## config.mk

```make
export PLATFORM = sky130hd
export DESIGN_NAME = mvt_queue
export DESIGN_NICKNAME = d
export VERILOG_FILES = /design/src/hw/rtl/mvt_pkg.sv /design/src/hw/rtl/mvt_queue.sv
export SDC_FILE = /design/constraint.sdc
export NUM_CORES = 1
export LEC_CHECK = 0
export ABC_AREA = 1
export BUFFER_PORTS_ARGS = -buffer_cell sky130_fd_sc_hd__buf_4
export CORE_AREA = 2 2 89 91
export CTS_CLUSTER_DIAMETER = 80
export DETAILED_ROUTE_END_ITERATION = 8
export DIE_AREA = 0 0 91 93
export GPL_TIMING_DRIVEN = 0
export HOLD_SLACK_MARGIN = 0.03
export PLACE_DENSITY = 0.86
export SYNTH_ARGS = -nofsm -noshare
export SYNTH_HDL_FRONTEND = slang
export SYNTH_SLANG_ARGS = --single-unit
export TNS_END_PERCENT = 50
```

## constraint.sdc

```tcl
create_clock -name clock -period 9.4 [get_ports clock]
set_clock_uncertainty 0.1 [all_clocks]
set_input_delay 1.88 -clock clock [delete_from_list [all_inputs] [get_ports clock]]
set_output_delay 1.88 -clock clock [all_outputs]
set_load 0.05 [all_outputs]
```

## src/hw/rtl/mvt_pkg.sv

```systemverilog
package mvt_pkg;

   // Field widths of the stream words.
   localparam int CMD_W   = 2;
   localparam int SLOT_W  = 8;
   localparam int IDX_W   = 24;
   localparam int DIST_W  = 32;
   localparam int COUNT_W = 16;
   localparam int REQ_W   = 104;
   localparam int IMG_W   = 8;
   localparam int VOTE_W  = 16;
   localparam int RSP_W   = 24;

   // Configuration register widths.
   localparam int ICNT_W = 9;
   localparam int KLIM_W = 5;
   localparam int PCT_W  = 7;

   // Threshold product: percentage times descriptor count.
   localparam int PROD_W = 23;
   localparam logic [PCT_W-1:0] PCT_FULL = 7'd100;
   localparam logic [VOTE_W-1:0] VOTE_MAX = 16'hFFFF;

   // Register reset values.
   localparam logic [ICNT_W-1:0] ICNT_RST = 9'd256;
   localparam logic [KLIM_W-1:0] KLIM_RST = 5'd16;
   localparam logic [PCT_W-1:0]  PCT_RST  = 7'd0;
   localparam logic [DIST_W-1:0] DTHR_RST = 32'd3277;

   // Configuration register indexes.
   localparam int CSR_IDX_W = 2;
   typedef enum logic [CSR_IDX_W-1:0] {
      CSR_IMAGE_COUNT = 2'd0,
      CSR_K_LIMIT     = 2'd1,
      CSR_MIN_PCT     = 2'd2,
      CSR_DIST_THR    = 2'd3
   } csr_index_type;

   // Input command codes.
   typedef enum logic [CMD_W-1:0] {
      CMD_LOAD   = 2'd0,
      CMD_MATCH  = 2'd1,
      CMD_FINISH = 2'd2,
      CMD_NONE   = 2'd3
   } cmd_type;

   // Work kinds passed from front to back.
   typedef enum logic [1:0] {
      JOB_LOAD   = 2'd0,
      JOB_VOTE   = 2'd1,
      JOB_FINISH = 2'd2
   } job_kind_type;

   typedef struct packed {
      job_kind_type        kind;
      logic [SLOT_W-1:0]   slot;
      logic [IDX_W-1:0]    value;
      logic [COUNT_W-1:0]  count;
   } job_type;

   typedef struct packed {
      logic [ICNT_W-1:0] image_count;
      logic [KLIM_W-1:0] k_limit;
      logic [PCT_W-1:0]  min_pct;
      logic [DIST_W-1:0] dist_thr;
   } cfg_type;

endpackage

```

## src/hw/rtl/mvt_queue.sv

```systemverilog
module mvt_queue
   import mvt_pkg::*;
(
   input  logic    clock,
   input  logic    reset,
   input  logic    push,
   input  job_type push_job,
   output logic    full,
   input  logic    pop,
   output logic    head_valid,
   output job_type head_job
);

   job_type     slot_ff [2];
   logic        wr_ff;
   logic        wr_in;
   logic        rd_ff;
   logic        rd_in;
   logic [1:0]  cnt_ff;
   logic [1:0]  cnt_in;

   assign full       = (cnt_ff == 2'd2);
   assign head_valid = (cnt_ff != 2'd0);
   assign head_job   = slot_ff[rd_ff];

   // Pointer and fill count update.
   always_comb begin
      wr_in  = push ? !wr_ff : wr_ff;
      rd_in  = pop ? !rd_ff : rd_ff;
      cnt_in = cnt_ff + 2'(push) - 2'(pop);
   end

   always_ff @(posedge clock) begin
      if (reset) begin
         wr_ff  <= 1'b0;
         rd_ff  <= 1'b0;
         cnt_ff <= 2'd0;
      end else begin
         wr_ff  <= wr_in;
         rd_ff  <= rd_in;
         cnt_ff <= cnt_in;
      end
   end

   // Entry storage.
   always_ff @(posedge clock) begin
      if (push) begin
         slot_ff[wr_ff] <= push_job;
      end
   end

endmodule

```

==> run summary <==
The logs give 3 for the H-tree depth reported by CTS and 7420 ps for the required time of the worst setup path. The run finished with clean final reports. The congestion estimate from routability-driven global placement came to 0.688.

The final layout contains routed wiring with a total length of 6.31 mm. The number of gates resized after cts is 0. The critical path is of the reg2out type. The run gives 0 as the max-slew violation count. Start of the worst register-to-register path: wr_ff.

The minimum setup slack after placement was 6040 ps; the total negative slack was 0 ps. The maximum achievable frequency is 285 MHz. Clock tree synthesis selected as its root buffer the cell clkbuf_8.

Setup violations remaining at the end of the flow were counted as 0. The total die area was 8460 um^2; the final critical-path share of the clock period was 37.3%. The number of antenna violations at the first check in global routing is 0, and the count of yosys warnings during synthesis is 0. The number of hold buffers added after CTS was 0. The count of final hold-check violations was 0; the starting DRC count in detailed routing was 129.

The run gives 105 as the number of sinks on the clock net. The number of CTS-inserted buffers is 9, and the worst setup margin is 5890 ps. The startpoint identified for the worst hold timing path is wr_ff. The clock reaches the later pin of the worst-skew pair after 350 ps. Counting every instance in the synthesized netlist gives 187. Total vias in the final route: 1955. Once detail routing completed, the nets flagged for antenna violations numbered 0. The tools report the endpoint of the worst setup timing path as head_job[36]. The net count of the finished layout is 361.

The total overflow left after global routing is 0. The leakage power came out at 2.11 nW. The first global-routing pass estimated 9.50 mm of wire. The die outline height came out at 93 um. Before antenna repair, the detailed router went through 4 iterations.

In the final layout, the share of cells above drive strength 1 is 58.4%. The number of nets in the synthesized netlist came out at 243. For this configuration, the core starts out at a cell density of 54.3%. The highest net fanout along the worst path is 10. On the final layout, the worst hold slack is 450 ps. The floorplan has 32 rows. In this run the critical register-to-register path is captured at slot_ff[0][45]. TritonCTS built the clock tree.

Number of synthesized register bits: 105. The overall routing resource usage came out at 15.1%. The largest net degree at the start of global routing is 28, and the reported max-cap violation count is 0. The clock passes through at most 2 buffers. In this run, distinct cell masters in the synthesized netlist total 13. For the worst flop-to-flop path, the logic depth is 2.

The library cell used most frequently in the layout, excluding fill and tap cells, is buf_4. For this design the top-level I/O count stands at 106. The tools report the total power as 1.05 mW. The worst setup path is captured at a primary output. For the sequential share of the synthesized area, the log shows 75.9%. Measured against its own limit, the worst slew margin works out to 50.1%. After detailed routing, the average wire length per cell comes to 15.3 um. Post-CTS timing repair inserted 0 buffers for setup. Clock-pin slew was measured on the worst setup and hold paths at 90 ps.

Setup repair after global routing left no endpoint under its margin. STA classifies the critical path startpoint as a flop. At the pin with the least slew margin, the transition time is 747 ps. The summed instance area of the synthesized netlist is 4090 um^2. The via count normalized by instance count is 4.75, and the number of buffer cells added on primary ports is 105.

The tools report the residual DRC count as 0. The die is 91 um wide. At the worst endpoint, the arrival time is 1530 ps. The via count of the first global-routing pass is 2015, and the standard cell core area is 7530 um^2.

The placed wire-length estimate after detailed placement is 4.37 mm, and the total inserted antenna cells is 0. The final critical-path required period was 3510 ps; the synthesized area per cell was 21.9 um^2. The layout overhead on the synthesized area is 28.5%.

The worst reg-to-reg setup slack was 7750 ps; the power density normalized to cell area was 200 nW/um^2. The worst hold path belongs to the class reg2reg. The maximum vdd ir drop is 0.148 mV. The top cell types in the final layout, fill and taps aside, are buf_4, edfxtp_1, mux2_4.
-- stage by stage --
stage | std cells | area (um^2) | util, %
finish | 412 | 5250 | 69.8
global route | 412 | 5250 | 69.8
CTS | 412 | 5250 | 69.8
detailed placement | 396 | 5050 | 67.1
global placement | 394 | 5000 | 66.5
floorplan | 187 | 4090 | -
-- state kept, by name (all words and copies together) (netlist names), named ones only --
register and count:
slot_ff 100, cnt_ff 2, rd_ff 1, wr_ff 1
-- logic make-up (layout without fill, tap and decap cells) --
logic type / after synthesis / count (layout) / synth area share, %
flops: 105 / 105 / 75.9
xor+xnor: 1 / 1 / 0.214
compound gates: 1 / 1 / 0.122
buf+inv: 14 / 137 / 3.46
mux: 50 / 50 / 18.4
fa+ha+maj: 2 / 2 / 0.612
simple gates: 14 / 14 / 1.35
-- Yosys cell counts, drive strengths merged --
| library cell | number | area, um^2 |
|---|---|---|
| edfxtp | 100 | 3000 |
| mux2 | 50 | 751 |
| inv | 8 | 30.0 |
| nor2 | 7 | 26.3 |
| buf | 6 | 111 |
| dfxtp | 5 | 100 |
| nand2 | 5 | 18.8 |
| ha | 2 | 25.0 |
| a21oi | 1 | 5.00 |
| nand3 | 1 | 5.00 |
| nor3 | 1 | 5.00 |
| xnor2 | 1 | 8.76 |
-- worst min-delay path by stage --
| stage | end | slack [ps] | cells past startpoint |
|---|---|---|---|
| 2_1_floorplan | flop | 380 | 2 |
| 3_3_place_gp | rd_ff | 390 | 2 |
| 3_5_place_dp | flop | 410 | 2 |
| 4_1_cts | wr_ff | 450 | 2 |
| 5_1_grt | flop | 500 | 2 |
| 6_report | wr_ff | 450 | 2 |
-- report_power, final --
group	switching, mW	internal [mW]
Combinational	0.136	0.0937
Sequential	0.00696	0.540
Clock	0.151	0.125
Total	0.293	0.759
-- critical path: stages (launching register included) --
cell	delay, ps
dfxtp_1	350
buf_6	170
buf_12	160
mux2_4	310
buf_4	190
-- area by class of cell --
cell class | count | area (um^2)
Inverter | 8 | 30.0
Timing Repair Buffer | 107 | 828
Tap cell | 102 | 128
Clock buffer | 9 | 124
Multi-Input combinational cell | 68 | 852
Clock inverter | 7 | 76.3
Fill cell | 523 | 2270
Sequential cell | 105 | 3100
Buffer | 6 | 111
-- layer usage --
| metal | track usage (%) | wire, um | up-vias |
|---|---|---|---|
| met5 | 0 | 0 | - |
| met4 | 4.92 | 75 | 0 |
| met3 | 5.80 | 418 | 8 |
| met2 | 28.1 | 3430 | 68 |
| met1 | 15.6 | 2380 | 931 |
| li1 | - | - | 948 |
Power figures use the tool's default switching activity.
