`config.mk`:
```
export PLATFORM = sky130hd
export DESIGN_NAME = mvt_front
export DESIGN_NICKNAME = d
export VERILOG_FILES = /design/src/hw/rtl/mvt_pkg.sv /design/src/hw/rtl/mvt_front.sv
export SDC_FILE = /design/constraint.sdc
export NUM_CORES = 1
export LEC_CHECK = 0
export BUFFER_PORTS_ARGS = -buffer_cell sky130_fd_sc_hd__buf_2
export CAP_MARGIN = 25
export CORE_AREA = 5 5 73 75
export DETAILED_ROUTE_END_ITERATION = 8
export DIE_AREA = 0 0 78 80
export GPL_ROUTABILITY_DRIVEN = 0
export PLACE_DENSITY = 0.78
export SYNTH_ARGS = -nofsm -noshare
export SYNTH_HDL_FRONTEND = slang
export SYNTH_SLANG_ARGS = --single-unit
```
`constraint.sdc`:
```
create_clock -name vclk -period 2.7
set_input_delay 0.675 -clock vclk [all_inputs]
set_output_delay 0.675 -clock vclk [all_outputs]
set_load 0.05 [all_outputs]
```
`src/hw/rtl/mvt_pkg.sv`:
```
package mvt_pkg;

   // Field widths of the stream words.
   localparam int CMD_W   = 2;
   localparam int SLOT_W  = 8;
   localparam int IDX_W   = 24;
   localparam int DIST_W  = 32;
   localparam int COUNT_W = 16;
   localparam int REQ_W   = 104;
   localparam int IMG_W   = 8;
   localparam int VOTE_W  = 16;
   localparam int RSP_W   = 24;

   // Configuration register widths.
   localparam int ICNT_W = 9;
   localparam int KLIM_W = 5;
   localparam int PCT_W  = 7;

   // Threshold product: percentage times descriptor count.
   localparam int PROD_W = 23;
   localparam logic [PCT_W-1:0] PCT_FULL = 7'd100;
   localparam logic [VOTE_W-1:0] VOTE_MAX = 16'hFFFF;

   // Register reset values.
   localparam logic [ICNT_W-1:0] ICNT_RST = 9'd256;
   localparam logic [KLIM_W-1:0] KLIM_RST = 5'd16;
   localparam logic [PCT_W-1:0]  PCT_RST  = 7'd0;
   localparam logic [DIST_W-1:0] DTHR_RST = 32'd3277;

   // Configuration register indexes.
   localparam int CSR_IDX_W = 2;
   typedef enum logic [CSR_IDX_W-1:0] {
      CSR_IMAGE_COUNT = 2'd0,
      CSR_K_LIMIT     = 2'd1,
      CSR_MIN_PCT     = 2'd2,
      CSR_DIST_THR    = 2'd3
   } csr_index_type;

   // Input command codes.
   typedef enum logic [CMD_W-1:0] {
      CMD_LOAD   = 2'd0,
      CMD_MATCH  = 2'd1,
      CMD_FINISH = 2'd2,
      CMD_NONE   = 2'd3
   } cmd_type;

   // Work kinds passed from front to back.
   typedef enum logic [1:0] {
      JOB_LOAD   = 2'd0,
      JOB_VOTE   = 2'd1,
      JOB_FINISH = 2'd2
   } job_kind_type;

   typedef struct packed {
      job_kind_type        kind;
      logic [SLOT_W-1:0]   slot;
      logic [IDX_W-1:0]    value;
      logic [COUNT_W-1:0]  count;
   } job_type;

   typedef struct packed {
      logic [ICNT_W-1:0] image_count;
      logic [KLIM_W-1:0] k_limit;
      logic [PCT_W-1:0]  min_pct;
      logic [DIST_W-1:0] dist_thr;
   } cfg_type;

endpackage

```
`src/hw/rtl/mvt_front.sv`:
```
module mvt_front
   import mvt_pkg::*;
#(
   parameter int MAX_IMAGES = 256
) (
   input  logic               clock,
   input  logic               reset,
   input  logic               in_valid,
   output logic               in_ready,
   input  logic [CMD_W-1:0]   in_cmd,
   input  logic [REQ_W-1:0]   in_data,
   input  logic [DIST_W-1:0]  dist_thr,
   input  logic               hold,
   input  logic               q_full,
   output logic               push,
   output job_type            job
);

   logic [SLOT_W-1:0]  slot;
   logic [IDX_W-1:0]   range_end;
   logic [IDX_W-1:0]   nbr_index;
   logic [DIST_W-1:0]  distance;
   logic [COUNT_W-1:0] desc_count;
   logic               take;

   assign slot       = in_data[7:0];
   assign range_end  = in_data[31:8];
   assign nbr_index  = in_data[55:32];
   assign distance   = in_data[87:56];
   assign desc_count = in_data[103:88];

   // Words are taken whenever the queue has room and the back end is not clearing.
   assign in_ready = !q_full && !hold;
   assign take     = in_valid && in_ready;

   // Classify the word; dropped words never reach the queue.
   always_comb begin
      push      = 1'b0;
      job.kind  = JOB_LOAD;
      job.slot  = slot;
      job.value = range_end;
      job.count = desc_count;
      unique case (cmd_type'(in_cmd))
         CMD_LOAD: begin
            push = take && (32'(slot) < MAX_IMAGES);
         end
         CMD_MATCH: begin
            job.kind  = JOB_VOTE;
            job.value = nbr_index;
            push      = take && (distance < dist_thr);
         end
         CMD_FINISH: begin
            job.kind = JOB_FINISH;
            push     = take;
         end
         default: begin
            push = 1'b0;
         end
      endcase
   end

endmodule

```
==> results of run 1 <==
## cells in the final DEF, fill, tap and decap left out, drive strengths merged
master and instances:
a2111oi 1, nor4 1, a21o 2, nor2b 2
inv 32, mux2 24, a221oi 2, buf 154
nand3 2, nand2 11, nand2b 1, o21ai 5
and4 2, o21a 1, a21oi 11, ha 31
a2111o 1, nand4 3, a2bb2oi 1, a31oi 1
a41oi 1, nor2 4
## worst max-delay path, stage by stage
cell and delay, ns:
buf_6 0.10, inv_4 0.04, ha_4 0.20, a21oi_2 0.14, nand2_2 0.07, a2111oi_4 0.40, a31oi_4 0.14, a41oi_4 0.19
buf_6 0.18
## report_power, final
group	total (mW)	switching (mW)	internal (mW)
registers	0	0	0
clock network	0	0	0
logic	0.411	0.235	0.175
total	0.411	0.235	0.175
## worst paths after layout
path,start,endpoint,cells past startpoint
hold / removal,in_data[98],job[10],0
setup / recovery,dist_thr[30],push,9
## logic make-up (layout without fill, tap and decap cells)
logic type,after synthesis,after routing,synth area share
buf+inv,59,186,0.245
fa+ha+maj,31,31,0.301
mux,24,24,0.210
compound gates,26,26,0.140
simple gates,26,26,0.105
## stage by stage
stage / power (mW) / cells / hold slack, ns / TNS, ns
after floorplan: 0.336 / 166 / 1.41 / 0
after global placement: 0.385 / 347 / 1.35 / -0.284
after detailed placement: 0.395 / 347 / 1.35 / -0.347
after CTS: 0.404 / 347 / 1.35 / -0.162
after global routing: 0.451 / 347 / 1.35 / -0.212
final: 0.411 / 347 / 1.35 / -0.129
## cell usage after synthesis, types with 2 or more instances
cell type | count | area [sq um]
mux2_2 | 5 | 56.3
inv_1 | 32 | 120
a221oi_2 | 2 | 30.0
mux2_1 | 19 | 214
and4_1 | 2 | 17.5
buf_4 | 25 | 188
nor2_1 | 4 | 15.0
nand2_1 | 11 | 41.3
a21oi_1 | 10 | 50.1
o21ai_0 | 4 | 20.0
nand3_1 | 2 | 10.0
nand4_1 | 3 | 18.8
a21o_1 | 2 | 15.0
nor2b_1 | 2 | 12.5
ha_1 | 31 | 388
## final cells by class
class / instances / area share
tap: 54 / 0.0317
multi-input combinational: 107 / 0.527
inverter: 32 / 0.0575
timing repair buffer: 154 / 0.384
## per-layer routing
| layer | global-route usage | wire length, um | vias up | part of all wire |
|---|---|---|---|---|
| li1 | - | - | 803 | - |
| met1 | 0.153 | 1680 | 659 | 0.37 |
| met2 | 0.238 | 2400 | 83 | 0.53 |
| met3 | 0.0271 | 468 | 4 | 0.10 |
| met4 | 0.00507 | 12 | 0 | 0.0026 |
| met5 | 0 | 0 | - | 0 |
## what timing repair did
action,in CTS,in global routing
resized for setup,6,12
endpoints found under the setup margin,1,1
cloned,0,0
pin swaps,1,7
==> results.md, run 1 <==
* Status: finished, violations left
* Failing checks: negative setup slack
* Synth-to-layout area growth at 65.2%
* Post-route design area at 0.00213 sq mm
* Setup Crit Path Kind: in2out
* Grt total ovfl at 0
* Leak at 1.25 nW
* Seq cells at 0
* RSZ-0062 raised after global routing: true
* First-pass GRT wire length at 6810 um
* 1st-iter DRT viols at 3
* Area of the multi-input gates at 0.00112 sq mm
* Total Routing Usage GR at 0.126
* Via density at 4.46
* Ports at 195
* Part of the cycle the worst path needs at 1.05
* Die height at 80 um
* Synthesized area per cell at 7.77 sq um
* Critical Path Source Type: input pin
* Max cap viols at 0
* CP required at 2.03 ns
* DIE WIDTH at 78 um
* Max Clock Freq at 353 MHz
* Core Box Area at 0.00460 sq mm
* Initial antenna violation count at 0
* Pwr dens at 193 mW/mm^2
* Share of cells above drive strength 1 at 0.614
* Post-Syn Area at 0.00129 sq mm
* FILL cells at 470
* Mapped Nets at 340
* DP Wirelength at 4250 um
* Syn Inst Count at 166
* Full die area at 0.00624 sq mm
* Routed vias at 1549
* Nets at 469
* Crit Path Max Fanout at 3
* Setup violations, final at 1
* Arr. time, crit path at 2.15 ns
* Final hold vios at 0
* Setup Buffers After CTS at 0
* Final WS setup at -0.129 ns
* Post-synth cell types at 27
* Clock buffer count at 0
* Number of global-route vias before repair at 1633
* Hold Path Class: in2out
* Storage element area at 0 sq um
* Placed cell area at 0.00202 sq mm
* Slew Limit Headroom at 0.788
* # rows at 25
* Total Wirelength at 4560 um
* Final Max Slew Viols at 0
* Worst-margin pin slew at 0.319 ns
* CP endpoint kind: primary output
* Setup WS pre-CTS at -0.347 ns
* DR WL/cell at 13.1 um
* Maximum vdd drop at 94.0 uV
* Ys Warns at 0
* Min cycle time layout at 2.83 ns
* Initial Util at 0.281
* Antenna diodes at 0
* Largest net degree at the start of global routing at 26
* Fin util at 0.463
* Hold_buf cts at 0
* Antenna Violating Nets Remaining at 0
* TritonRoute pass-1 iters at 2
* Sequential area share after synthesis at 0
* Remaining DRCs at 0
* Port buffer count at 145
No activity file was read; power rests on OpenSTA's default activity.
==> run 2: changes to the inputs <==
--- a/config.mk
+++ b/config.mk
@@ -5,13 +5,15 @@
 export SDC_FILE = /design/constraint.sdc
 export NUM_CORES = 1
 export LEC_CHECK = 0
-export BUFFER_PORTS_ARGS = -buffer_cell sky130_fd_sc_hd__buf_2
+export BUFFER_PORTS_ARGS = -buffer_cell sky130_fd_sc_hd__clkbuf_2
 export CAP_MARGIN = 25
 export CORE_AREA = 5 5 73 75
 export DETAILED_ROUTE_END_ITERATION = 8
 export DIE_AREA = 0 0 78 80
 export GPL_ROUTABILITY_DRIVEN = 0
 export PLACE_DENSITY = 0.78
+export REMOVE_ABC_BUFFERS = 1
+export SETUP_SLACK_MARGIN = 0.15
 export SYNTH_ARGS = -nofsm -noshare
 export SYNTH_HDL_FRONTEND = slang
 export SYNTH_SLANG_ARGS = --single-unit
==> run 2 against run 1 <==
The run still ends with negative setup slack left. Sequential share of layout area is the same. Power is 4.0% lower. Non-clock buffer count shrank 2.
==> results.md, run 2 (synthesis gave the netlist of run 1 again) <==
* Setup WS pre-CTS at -0.380 ns
* Total Wirelength at 5000 um
* Setup Crit Path Kind: in2out
* Slew Limit Headroom at 0.809
* Share of cells above drive strength 1 at 0.598
* Antenna Violating Nets Remaining at 0
* Arr. time, crit path at 2.06 ns
* Part of the cycle the worst path needs at 1.01
* Critical Path Source Type: input pin
* DIE WIDTH at 78 um
* Core Box Area at 0.00460 sq mm
* DR WL/cell at 14.5 um
* Total Routing Usage GR at 0.144
* Maximum vdd drop at 134 uV
* WP depth at 7
* Slowest cell on crit path: a2111o_1
* TritonRoute pass-1 iters at 4
* Hold Path Class: in2out
* Nets at 467
* RSZ-0062 raised after global routing: true
* Fin Hold WS at 1.35 ns
* Setup Buffers After CTS at 0
* Delay of the slowest critical-path stage at 0.37 ns
* Worst Hold Depth at 0
* Full die area at 0.00624 sq mm
* Failing checks: negative setup slack
* Final hold vios at 0
* Most frequent cells in the layout: clkbuf_2, inv_1, ha_1
* # rows at 25
* Remaining DRCs at 0
* Worst-margin pin slew at 0.288 ns
* Critical-path cell list: clkbuf_2, ha_4, a2111o_1, a221oi_2, o21ai_1, a41oi_2, buf_12
* Largest net degree at the start of global routing at 26
* Grt total ovfl at 0
* DP Wirelength at 4780 um
* Hold_buf cts at 0
* Max Clock Freq at 365 MHz
* CP Buf/Inv Count at 2
* Max cap viols at 0
* Ports at 195
* 1st-iter DRT viols at 10
* Port buffer count at 145
* Routed vias at 1594
* Antenna diodes at 0
* Via density at 4.62
* Initial antenna violation count at 0
* Setup violations, final at 1
* Die height at 80 um
* Leak at 1.26 nW
* Clock buffer count at 0
* Most common cell after layout, fill and taps aside: clkbuf_2
* Min cycle time layout at 2.74 ns
* CP endpoint kind: primary output
* Crit Path Max Fanout at 1
* Storage element area at 0 sq um
* Synth-to-layout area growth at 60.6%
* Cell family with most CP delay: compound AO/OA/AOI/OAI gates
* Number of global-route vias before repair at 1676
* Pwr dens at 190 mW/mm^2
* Final Max Slew Viols at 0
* CP required at 2.03 ns
* Seq cells at 0
* Initial Util at 0.281
* Final WS setup at -0.0388 ns
* Status: finished, violations left
* Setup TNS at -0.0388 ns
* FILL cells at 466
* First-pass GRT wire length at 7320 um
==> run 2: cell count changes in the layout (fill, tap and decap cells not counted), sizes merged <==
cell,delta
buf,-146
clkbuf,+144
==> run 2: power breakdown <==
part	switching, mW	internal, mW
Clock	0	0
Combinational	0.226	0.168
Sequential	0	0
==> run 2: metal layers <==
metal / global-route usage / vias up / share of wire
met5: 0.0818 / - / 0.012
li1: - / 799 / -
met1: 0.171 / 675 / 0.38
met2: 0.231 / 116 / 0.43
met3: 0.0869 / 2 / 0.18
met4: 0 / 2 / 0.00020
==> run 2: worst paths after layout <==
check	from	end
worst min-delay path	in_data[88]	job[0]
worst max-delay path	in_data[57]	push
==> run 2: per-stage QoR <==
step | std cells | instance area, sq um | power, mW | utilization
2_1_floorplan | 139 | 1090 | 0.230 | -
3_3_place_gp | 345 | 1970 | 0.371 | 0.428
3_5_place_dp | 345 | 1970 | 0.380 | 0.428
4_1_cts | 345 | 2010 | 0.389 | 0.438
5_1_grt | 345 | 2070 | 0.433 | 0.451
6_report | 345 | 2070 | 0.394 | 0.451
==> run 2: cell type report <==
type	count	area (sq um)	area share
inverters	32	120	0.0580
repair buffers	152	806	0.389
well taps	54	67.6	0.0326
multi-input cells	107	1080	0.521
==> run 2: what timing repair did <==
action	4_1_cts	5_1_grt
endpoints found under the setup margin	1	1
gates resized for setup	6	9
pin swaps	4	6
==> run 3: changes to the inputs <==
--- a/config.mk
+++ b/config.mk
@@ -11,6 +11,7 @@
 export DETAILED_ROUTE_END_ITERATION = 8
 export DIE_AREA = 0 0 78 80
 export GPL_ROUTABILITY_DRIVEN = 0
+export GPL_TIMING_DRIVEN = 0
 export PLACE_DENSITY = 0.78
 export REMOVE_ABC_BUFFERS = 1
 export SETUP_SLACK_MARGIN = 0.15
==> constraint.sdc (replaced) <==
create_clock -name vclk -period 3
set_input_delay 0.75 -clock vclk [all_inputs]
set_output_delay 0.75 -clock vclk [all_outputs]
set_load 0.05 [all_outputs]
==> run 3 against run 2 <==
The flow now finishes without violations. Combinational power shrank 12%. Final area shrank 2.9%. Sequential cell count is the same. Count of clock-buffer cells in the layout is the same. Wire length grew 1.8%. Utilization shrank 1.3 points. Critical path depth grew 1. Via count shrank 0.82%. Global-route usage grew 0.070 points. Die area is the same. Non-clock buffer count shrank 6. Sequential share of layout area is the same. Largest cell class unchanged. Highest routed layer unchanged.
==> results.md, run 3 (synthesis gave the netlist of run 1 again) <==
* Number of global-route vias before repair at 1642
* Status: finished clean
* Setup Crit Path Kind: in2out
* RSZ-0062 raised after global routing: true
* Synth-to-layout area growth at 56.0%
* CP required at 2.25 ns
* CP endpoint kind: primary output
* Worst-margin pin slew at 0.287 ns
* Die height at 80 um
* FILL cells at 464
* # rows at 25
* Remaining DRCs at 0
* Final hold vios at 0
* Share of cells above drive strength 1 at 0.586
* Core Box Area at 0.00460 sq mm
* First-pass GRT wire length at 7310 um
* Arr. time, crit path at 2.24 ns
* Most frequent cells in the layout: clkbuf_2, inv_1, ha_1
* Initial antenna violation count at 0
* Via density at 4.66
* Max Clock Freq at 335 MHz
* Hold Startpoint: in_data[88]
* Fin util at 0.438
* Min cycle time layout at 2.99 ns
* Final Max Slew Viols at 0
* Setup crit start: dist_thr[1]
* Initial Util at 0.281
* Total Routing Usage GR at 0.145
* Routed vias at 1581
* Slowest cell on crit path: a2111o_1
* Full die area at 0.00624 sq mm
* DP Wirelength at 4880 um
* Critical Path Source Type: input pin
* Total Wirelength at 5090 um
* Maximum vdd drop at 139 uV
* Ports at 195
* Critical-path cell list: buf_6, inv_4, ha_4, a2111o_1, a221oi_2, o21ai_2, a41oi_2, buf_8
* Nets at 461
* Most common cell after layout, fill and taps aside: clkbuf_2
* Hold Path Class: in2out
* Slew Limit Headroom at 0.809
* Largest net degree at the start of global routing at 23
* Port buffer count at 145
* Delay of the slowest critical-path stage at 0.41 ns
* Hold_buf cts at 0
* Setup violations, final at 0
* Seq cells at 0
* 1st-iter DRT viols at 3
* Max cap viols at 0
* DR WL/cell at 15.0 um
* Antenna Violating Nets Remaining at 0
* Crit Path Max Fanout at 1
* Grt total ovfl at 0
* Antenna diodes at 0
* TritonRoute pass-1 iters at 4
* Pwr dens at 173 mW/mm^2
* Leak at 1.24 nW
* Part of the cycle the worst path needs at 0.995
* Storage element area at 0 sq um
* DIE WIDTH at 78 um
* Fin Hold WS at 1.50 ns
* Clock buffer count at 0
run 3: cell types whose count changed in the layout (fill, tap and decap cells not counted), moves of 2 or more:
| cell | change |
|---|---|
| buf_4 | -6 |
| ha_4 | -2 |
| ha_1 | +2 |
| buf_8 | +2 |
| buf_12 | -2 |
run 3: worst paths after layout:
check / end / slack, ns / cells after the start
hold / removal: job[0] / 1.50 / 0
setup / recovery: push / 0.01 / 8
run 3: final cells by class:
cell class / instances / area [sq um] / area share
inverters: 32 / 123 / 0.0609
multi-input cells: 107 / 1060 / 0.529
well taps: 54 / 67.6 / 0.0336
repair buffers: 146 / 757 / 0.376
run 3: repair_timing:
action / CTS / global route
resized for setup: 7 / 13
endpoints found under the hold margin: 0 / 0
buffers inserted: 0 / 0
endpoints found under the setup margin: 1 / 1
pin swaps: 8 / 10
run 3: worst max-delay path, delay by kind of cell:
family | cells | cell delay [ns]
buffers and inverters | 3 | 0.32
AOI/OAI and AO/OA | 4 | 0.97
adders and majority gates | 1 | 0.18
run 3: power by group:
part	leakage (nW)	internal [mW]	switching, mW	total (mW)
sequential	0	0	0	0
combinational	1.24	0.144	0.204	0.348
clock	0	0	0	0
run 3: per-layer routing:
layer,GRT usage,vias up,part of all wire
met3,0.102,2,0.19
met1,0.159,674,0.36
met5,0.0818,-,0.012
met2,0.237,116,0.44
li1,-,787,-
met4,0,2,0.00020
run 3: metrics by stage:
stage,area [sq um],cells,worst slack [ns],power (mW),setup TNS [ns]
2_1_floorplan,1090,139,-0.911,0.207,-22.70
3_3_place_gp,1890,338,-0.786,0.322,-18.31
3_5_place_dp,1900,339,-0.246,0.333,-0.246
4_1_cts,1950,339,0.0178,0.341,0
5_1_grt,2010,339,-0.0416,0.381,-0.0416
6_report,2010,339,0.0149,0.348,0
